## src/rtl/nfts_pkg.sv

```systemverilog
// Package for the NOR flash toggle-bit status poller.
// Holds the phase, check, status and result codes and the DQ lane masks.
// No dependencies.
package nfts_pkg;

    // Read phases of one poll.
    localparam logic [2:0] PH_IDLE   = 3'd0;
    localparam logic [2:0] PH_P1_R1  = 3'd1;
    localparam logic [2:0] PH_P1_R2  = 3'd2;
    localparam logic [2:0] PH_P2_R1  = 3'd3;
    localparam logic [2:0] PH_P2_R2  = 3'd4;
    localparam logic [2:0] PH_VERIFY = 3'd5;

    // Recheck that the second read pair performs.
    localparam logic [1:0] CHK_NONE    = 2'd0;
    localparam logic [1:0] CHK_ABORT   = 2'd1;
    localparam logic [1:0] CHK_TIMEOUT = 2'd2;
    localparam logic [1:0] CHK_DQ2     = 2'd3;

    // Attempt status codes.
    localparam logic [2:0] ST_READY     = 3'd0;
    localparam logic [2:0] ST_ABORT     = 3'd1;
    localparam logic [2:0] ST_TIMEOUT   = 3'd2;
    localparam logic [2:0] ST_SUSPENDED = 3'd3;
    localparam logic [2:0] ST_EXHAUSTED = 3'd4;
    localparam logic [2:0] ST_BUSY      = 3'd5;

    // Result outcome codes.
    localparam logic [1:0] OUT_OK      = 2'd0;
    localparam logic [1:0] OUT_ABORTED = 2'd1;
    localparam logic [1:0] OUT_FAILED  = 2'd2;

    // Result cause codes.
    localparam logic [2:0] CAUSE_NONE      = 3'd0;
    localparam logic [2:0] CAUSE_ABORT     = 3'd1;
    localparam logic [2:0] CAUSE_TIMEOUT   = 3'd2;
    localparam logic [2:0] CAUSE_SUSPENDED = 3'd3;
    localparam logic [2:0] CAUSE_EXHAUSTED = 3'd4;
    localparam logic [2:0] CAUSE_MISMATCH  = 3'd5;

    // Configuration register indexes.
    localparam logic REG_PAIRED_MODE   = 1'b0;
    localparam logic REG_ATTEMPT_LIMIT = 1'b1;

    // Status bits of one x16 device.
    localparam logic [31:0] DQ1_BIT = 32'h0000_0002;
    localparam logic [31:0] DQ2_BIT = 32'h0000_0004;
    localparam logic [31:0] DQ5_BIT = 32'h0000_0020;
    localparam logic [31:0] DQ6_BIT = 32'h0000_0040;

    // Outcome of the evaluation logic for the current read.
    typedef struct packed {
        logic [1:0] p1_check;   // recheck chosen after pair one, none means busy
        logic [2:0] p2_status;  // attempt status after pair two
        logic       verify_ok;  // final read matches expected data
    } eval_t;

    // Extend a status bit to the upper device when two devices are paired.
    function automatic logic [31:0] lane_mask(input logic paired, input logic [31:0] bit_mask);
        lane_mask = paired ? (bit_mask | (bit_mask << 16)) : bit_mask;
    endfunction

    // Bits of the data bus that carry device data.
    function automatic logic [31:0] bus_mask(input logic paired);
        bus_mask = paired ? 32'hFFFF_FFFF : 32'h0000_FFFF;
    endfunction

endpackage

```

## src/rtl/nfts_eval.sv

```systemverilog
// Status evaluation logic for the NOR flash toggle-bit poller.
// Classifies read pairs and checks the final verify read.
// Depends on nfts_pkg.
module nfts_eval
    import nfts_pkg::*;
(
    input  logic        paired,
    input  logic        buffer_mode,
    input  logic [1:0]  pending_check,
    input  logic [31:0] first_read,
    input  logic [31:0] expected_held,
    input  logic [31:0] r,
    output eval_t       eval
);

    logic [31:0] m6;
    logic [31:0] m2;
    logic [31:0] mk;
    logic [31:0] t;
    logic [31:0] d2;
    logic [31:0] hit;
    logic [1:0]  p1_check;
    logic [2:0]  p2_status;
    logic        verify_ok;

    // Toggle word of the current pair and masks for this bus width.
    assign m6 = lane_mask(paired, DQ6_BIT);
    assign m2 = lane_mask(paired, DQ2_BIT);
    assign mk = lane_mask(paired, (pending_check == CHK_ABORT) ? DQ1_BIT : DQ5_BIT);
    assign t  = (first_read ^ r) & m6;
    assign d2 = (first_read ^ r) & m2;
    assign hit = (pending_check == CHK_ABORT) ? (t >> 5) : (t >> 1);

    // Decision after the first pair.
    always_comb
    begin
        if (t != 32'd0) begin
            if (buffer_mode && (((t >> 5) & r) != 32'd0)) begin
                p1_check = CHK_ABORT;
            end else if (((t >> 1) & r) != 32'd0) begin
                p1_check = CHK_TIMEOUT;
            end else begin
                p1_check = CHK_NONE;
            end
        end else begin
            p1_check = CHK_DQ2;
        end
    end

    // Decision after the second pair.
    always_comb
    begin
        if (pending_check == CHK_DQ2) begin
            if (d2 == m2) begin
                p2_status = ST_SUSPENDED;
            end else if (d2 == 32'd0) begin
                p2_status = ST_READY;
            end else begin
                p2_status = ST_BUSY;
            end
        end else if ((t != 32'd0) && ((hit & r) != 32'd0) && (hit == (r & mk))) begin
            p2_status = (pending_check == CHK_ABORT) ? ST_ABORT : ST_TIMEOUT;
        end else begin
            p2_status = ST_BUSY;
        end
    end

    // Verify of the final read against the programmed data.
    assign verify_ok = ((expected_held & bus_mask(paired)) == r);

    assign eval = {p1_check, p2_status, verify_ok};

endmodule

```

## src/rtl/nor_flash_toggle_status_poller_unit.sv

```systemverilog
// Top level of the NOR flash toggle-bit status poller.
// Holds the poll state, configuration and result register.
// Depends on nfts_pkg and nfts_eval.
//
// Usage: after a program operation, feed each status read of the polled
// location on the input channel (in_valid/in_ready), with start_req set on
// the first read of a poll. Every input item yields exactly one result item
// on the output channel (out_valid/out_ready): done_res 0 asks for the next
// read, done_res 1 ends the poll with outcome and cause.
// out_valid rises in the cycle after acceptance. One item is accepted
// every cycle while the result register is free or being emptied; the state
// update and classification fit between the input handshake and the result
// register, and the 32-bit attempt decrement is the widest path.
// When the receiver stalls, the result register holds its item and the
// input is still taken in the same cycle the waiting result leaves.
// Configuration (cfg_we, cfg_index, cfg_data) is for the user to write only
// while idle; the block does not enforce it. Index 0 is paired_mode, index 1
// is attempt_limit. Reset clears the poll to idle, paired_mode to 0 and
// attempt_limit to all ones, and empties the result register.
module nor_flash_toggle_status_poller_unit
    import nfts_pkg::*;
(
    input  logic        clk,
    input  logic        rst_n,
    input  logic        cfg_we,
    input  logic        cfg_index,
    input  logic [31:0] cfg_data,
    input  logic        in_valid,
    output logic        in_ready,
    input  logic        start_req,
    input  logic        buffer_write,
    input  logic [31:0] expected_data,
    input  logic [31:0] read_data,
    output logic        out_valid,
    input  logic        out_ready,
    output logic        done_res,
    output logic [1:0]  outcome,
    output logic [2:0]  cause
);

    logic        paired_reg;
    logic [31:0] limit_reg;

    logic [2:0]  phase_reg, phase_next;
    logic [1:0]  pending_reg, pending_next;
    logic [31:0] first_reg, first_next;
    logic [31:0] attempts_reg, attempts_next;
    logic [31:0] expected_reg, expected_next;
    logic        bufmode_reg, bufmode_next;
    logic [2:0]  final_reg, final_next;

    logic        out_valid_reg;
    logic        done_reg, done_next;
    logic [1:0]  outcome_reg, outcome_next;
    logic [2:0]  cause_reg, cause_next;

    logic        accept;
    logic [31:0] r;
    logic [2:0]  status;
    eval_t       eval;

    // Input is taken whenever the result register is free or being emptied.
    assign in_ready = !out_valid_reg || out_ready;
    assign accept   = in_valid && in_ready;
    assign r        = read_data & bus_mask(paired_reg);

    nfts_eval u_eval (
        .paired        (paired_reg),
        .buffer_mode   (bufmode_reg),
        .pending_check (pending_reg),
        .first_read    (first_reg),
        .expected_held (expected_reg),
        .r             (r),
        .eval          (eval)
    );

    // Attempt status that ends the current pair.
    assign status = (phase_reg == PH_P2_R2) ? eval.p2_status : ST_BUSY;

    // Next poll state and result for the current read.
    always_comb
    begin
        phase_next    = phase_reg;
        pending_next  = pending_reg;
        first_next    = first_reg;
        attempts_next = attempts_reg;
        expected_next = expected_reg;
        bufmode_next  = bufmode_reg;
        final_next    = final_reg;
        done_next     = 1'b0;
        outcome_next  = OUT_OK;
        cause_next    = CAUSE_NONE;
        if (start_req) begin
            expected_next = expected_data;
            bufmode_next  = buffer_write;
            attempts_next = (limit_reg == 32'd0) ? 32'd0 : (limit_reg - 32'd1);
            pending_next  = CHK_NONE;
            final_next    = ST_READY;
            first_next    = r;
            phase_next    = PH_P1_R2;
        end else begin
            unique case (phase_reg)
                PH_P1_R1:
                begin
                    if (attempts_reg != 32'd0) begin
                        attempts_next = attempts_reg - 32'd1;
                    end
                    first_next = r;
                    phase_next = PH_P1_R2;
                end
                PH_P1_R2, PH_P2_R2:
                begin
                    if ((phase_reg == PH_P1_R2) && (eval.p1_check != CHK_NONE)) begin
                        pending_next = eval.p1_check;
                        phase_next   = PH_P2_R1;
                    end else begin
                        if (phase_reg == PH_P2_R2) begin
                            pending_next = CHK_NONE;
                        end
                        if (status != ST_BUSY) begin
                            final_next = status;
                            phase_next = PH_VERIFY;
                        end else if (attempts_reg != 32'd0) begin
                            phase_next = PH_P1_R1;
                        end else begin
                            final_next = ST_EXHAUSTED;
                            phase_next = PH_VERIFY;
                        end
                    end
                end
                PH_P2_R1:
                begin
                    first_next = r;
                    phase_next = PH_P2_R2;
                end
                PH_VERIFY:
                begin
                    done_next  = 1'b1;
                    phase_next = PH_IDLE;
                    unique case (final_reg)
                        ST_READY:
                        begin
                            if (eval.verify_ok) begin
                                outcome_next = OUT_OK;
                                cause_next   = CAUSE_NONE;
                            end else begin
                                outcome_next = OUT_FAILED;
                                cause_next   = CAUSE_MISMATCH;
                            end
                        end
                        ST_ABORT:
                        begin
                            outcome_next = OUT_ABORTED;
                            cause_next   = CAUSE_ABORT;
                        end
                        ST_TIMEOUT:
                        begin
                            outcome_next = OUT_FAILED;
                            cause_next   = CAUSE_TIMEOUT;
                        end
                        ST_SUSPENDED:
                        begin
                            outcome_next = OUT_FAILED;
                            cause_next   = CAUSE_SUSPENDED;
                        end
                        default:
                        begin
                            outcome_next = OUT_FAILED;
                            cause_next   = CAUSE_EXHAUSTED;
                        end
                    endcase
                end
                default:
                begin
                    phase_next = PH_IDLE;
                end
            endcase
        end
    end

    // Configuration registers.
    always_ff @(posedge clk or negedge rst_n)
    begin
        if (!rst_n) begin
            paired_reg <= 1'b0;
            limit_reg  <= 32'hFFFF_FFFF;
        end else if (cfg_we) begin
            unique case (cfg_index)
                REG_PAIRED_MODE:   paired_reg <= cfg_data[0];
                REG_ATTEMPT_LIMIT: limit_reg  <= cfg_data;
                default:           paired_reg <= paired_reg;
            endcase
        end
    end

    // Poll state, updated once per accepted item.
    always_ff @(posedge clk or negedge rst_n)
    begin
        if (!rst_n) begin
            phase_reg    <= PH_IDLE;
            pending_reg  <= CHK_NONE;
            first_reg    <= 32'd0;
            attempts_reg <= 32'd0;
            expected_reg <= 32'd0;
            bufmode_reg  <= 1'b0;
            final_reg    <= ST_READY;
        end else if (accept) begin
            phase_reg    <= phase_next;
            pending_reg  <= pending_next;
            first_reg    <= first_next;
            attempts_reg <= attempts_next;
            expected_reg <= expected_next;
            bufmode_reg  <= bufmode_next;
            final_reg    <= final_next;
        end
    end

    // Result register valid flag.
    always_ff @(posedge clk or negedge rst_n)
    begin
        if (!rst_n) begin
            out_valid_reg <= 1'b0;
        end else if (accept) begin
            out_valid_reg <= 1'b1;
        end else if (out_ready) begin
            out_valid_reg <= 1'b0;
        end
    end

    // Result payload.
    always_ff @(posedge clk)
    begin
        if (accept) begin
            done_reg    <= done_next;
            outcome_reg <= outcome_next;
            cause_reg   <= cause_next;
        end
    end

    assign out_valid = out_valid_reg;
    assign done_res  = done_reg;
    assign outcome   = outcome_reg;
    assign cause     = cause_reg;

endmodule

```

## config.mk

```make
export PLATFORM = sky130hd
export DESIGN_NAME = nor_flash_toggle_status_poller_unit
export DESIGN_NICKNAME = d
export VERILOG_FILES = /design/src/rtl/nfts_pkg.sv /design/src/rtl/nfts_eval.sv /design/src/rtl/nor_flash_toggle_status_poller_unit.sv
export SDC_FILE = /design/constraint.sdc
export NUM_CORES = 1
export LEC_CHECK = 0
export BUFFER_PORTS_ARGS = -buffer_cell sky130_fd_sc_hd__buf_2
export CORE_UTILIZATION = 60
export CTS_CLUSTER_SIZE = 30
export DETAILED_ROUTE_END_ITERATION = 12
export PLACE_DENSITY = 0.83
export SETUP_SLACK_MARGIN = 0.15
export SLEW_MARGIN = 0
export SYNTH_ARGS = -nofsm -noshare
export SYNTH_HDL_FRONTEND = slang
export SYNTH_HIERARCHICAL = 1
export SYNTH_SLANG_ARGS = --single-unit
export TNS_END_PERCENT = 30
```

## constraint.sdc

```tcl
create_clock -name clk -period 7.5 [get_ports clk]
set_clock_uncertainty 0.1 [all_clocks]
set_input_delay 0.375 -clock clk [delete_from_list [all_inputs] [get_ports clk]]
set_output_delay 0.375 -clock clk [all_outputs]
set_load 0.05 [all_outputs]
```

==> impl_results.md <==
- Multi-input gate area: 3840 um^2
- Post-DRT Antenna Nets: 0
- Max clock buf depth: 2
- Io pins: 112
- Post-cts resize count: 0
- GRT Total Usage: 31.5%
- Initial DRC Count: 699
- First-pass GRT wire length: 31100 um
- # DRC: 0
- Max Used Layer: met4
- Post-route cell area: 8310 um^2
- Die H: 111 um
- Synthesized cell area: 7070 um^2
- Vias in the first global route: 6685
- Mean Syn Cell Area: 9.08 um^2
- CP max stage delay: 0.74 ns
- CP cell instances: inv_1 > ha_1 > or4b_1 > or4_1 > or4_1 > o21ai_4 > o21ai_0 > o211ai_1
- Initial antenna violation count: 0
- Layout cell share with drive strength beyond 1: 27.2%
- Hpwl dp: 12700 um
- Clk root buf: clkbuf_16
- Mapped Nets: 886
- WS Path Type: flip-flop to flip-flop
- Buffers on Ports: 111
- Pleak: 3.52 nW
- Setup_tns: 0 ns
- CTS buffer count: 17
- Reg clk slew, reported paths: 0.06 ns
- Final wirelength: 18300 um
- Total congestion overflow: 0
- Synth Warn #: 6
- Min-delay src: expected_data[14]
- Status: completed
- R2r setup slk: 3.84 ns
- Htree depth: 4
- Worst Hold Depth: 3
- Worst setup margin: 3.84 ns
- Hold crit path type: input port to flip-flop
- Final Cycle Share: 48.8%
- CTS tree: done
- RR Startpoint: attempts_reg[0]
- CP max-delay cell: or4_1
- Rel. slew slack: 12.6%
- CP top delay family: simple AND/OR/NAND/NOR gates
- Worst slew pin tran: 1.31 ns
- Inserted Diodes: 0
- Max_cap viols: 0
- Avg Vias per Cell: 6.25
- Number of iterations in the first detailed-routing pass: 5
- Mapped Cells: 779
- Max Freq: 0.273 GHz
- Register Area: 3000 um^2
- Initial Util: 61.7%
- Dpl ws: 3.94 ns
- Clock sinks: 117
- DR WL met3: 1390 um
- Bufs and invs on worst path: 1
- Layout area overhead: 17.5%
- Core Area: 11500 um^2
- Via count: 6470
- Worst Path Max Fanout: 25
- Critical path endpoint category: flip-flop
- Finish-stage setup viols: 0
- # fillers: 815
- VDD IR-drop max: 0.214 mV
- Cell mode on critical path: or4_1
- WHS Endpoint: expected_reg[14]
- RR Endpoint: attempts_reg[16]
- Worst setup SP type: flip-flop
- Largest net degree at the start of global routing: 73
- Setup Fix Bufs, Post-CTS: 0
- Critical Path AT: 3.87 ns
- Worst reg2reg path depth: 8
- Met1 WL: 7530 um
- Skew-Pair Late Insertion Delay: 0.42 ns
- Worst endpoint required time: 7.71 ns
- Placed Area: 7670 um^2
- CTS Hold Bufs: 1
- RSZ-0062 raised after global routing: false
- Final slew viol count: 0
- Met2 Wirelength: 8850 um
- RePlAce Congestion: 0.943
- Die Wd: 111 um
- Die area: 12200 um^2
- Pwr dens: 283 nW/um^2
- Final worst path period need: 3.66 ns
- Final Hold Viols: 0
- Routed WL per cell: 17.7 um
- Nets: 987
- Row cnt: 39
## worst max path at each step
stage | from | end | slack (ns) | cells after the start
finish | attempts_reg[0] | attempts_reg[16] | 3.84 | 8
global route | attempts_reg[0] | attempts_reg[16] | 3.69 | 8
CTS | attempts_reg[0] | attempts_reg[16] | 3.86 | 8
detailed placement | attempts_reg[0] | attempts_reg[16] | 3.94 | 8
global placement | attempts_reg[0] | attempts_reg[11] | 4.07 | 8
floorplan | attempts_reg[0] | attempts_reg[14] | 4.79 | 9
## cells in the final DEF, fill, tap and decap left out, types with 10 or more instances in the layout
master     count
a31oi_1       10
nor2_1        59
nand3_1       17
dfrtp_1       79
nand4_1       19
mux2_2        39
and2_1        20
dfstp_2       32
buf_2        110
or3_1         10
xnor2_1       31
inv_1         14
nor3_1        35
xor2_1        25
o21ai_0       29
o211ai_1      11
nor4_1        17
clkbuf_16     17
nand2_1      145
a21oi_1       23
## routing by layer
layer  vias up  global-route usage, %
met3        66                   7.24
li1       3008                      -
met1      3078                   39.5
met4         0                   15.6
met5         -                      0
met2       318                   51.1
## where the power goes
group	switching, W	internal (W)
registers	0.000153	0.000782
clock network	0.000283	0.000588
logic	0.000308	0.000239
## worst register-to-register path, delay by kind of cell, from the launching register on
kind | cells | cell delay (ns)
buffers and inverters | 1 | 0.13
AND/OR/NAND/NOR | 3 | 1.61
adder cells (fa/ha/maj) | 1 | 0.15
flip-flops | 1 | 0.41
AO/OA/AOI/OAI | 3 | 1.16
## metrics by stage
step / std cells / total power (W) / hold WS (ns) / util (%)
CTS: 1036 / 0.00235 / 0.0370 / 72.5
finish: 1036 / 0.00235 / 0.0438 / 72.5
floorplan: 779 / 0.00131 / -0.0206 / -
global route: 1036 / 0.00246 / 0.0448 / 72.5
detailed placement: 1003 / 0.00147 / 0.294 / 66.9
global placement: 1003 / 0.00143 / 0.289 / 66.9
## cell type report
| class | instances | area share, % |
|---|---|---|
| multi-input cells | 613 | 46.3 |
| flip-flops and latches | 117 | 36.1 |
| clock buffers | 23 | 5.87 |
| inverters | 15 | 0.677 |
| clock inverters | 9 | 1.78 |
| repair buffers | 116 | 7.20 |
| well taps | 143 | 2.15 |
(Power assumes the default switching activity.)
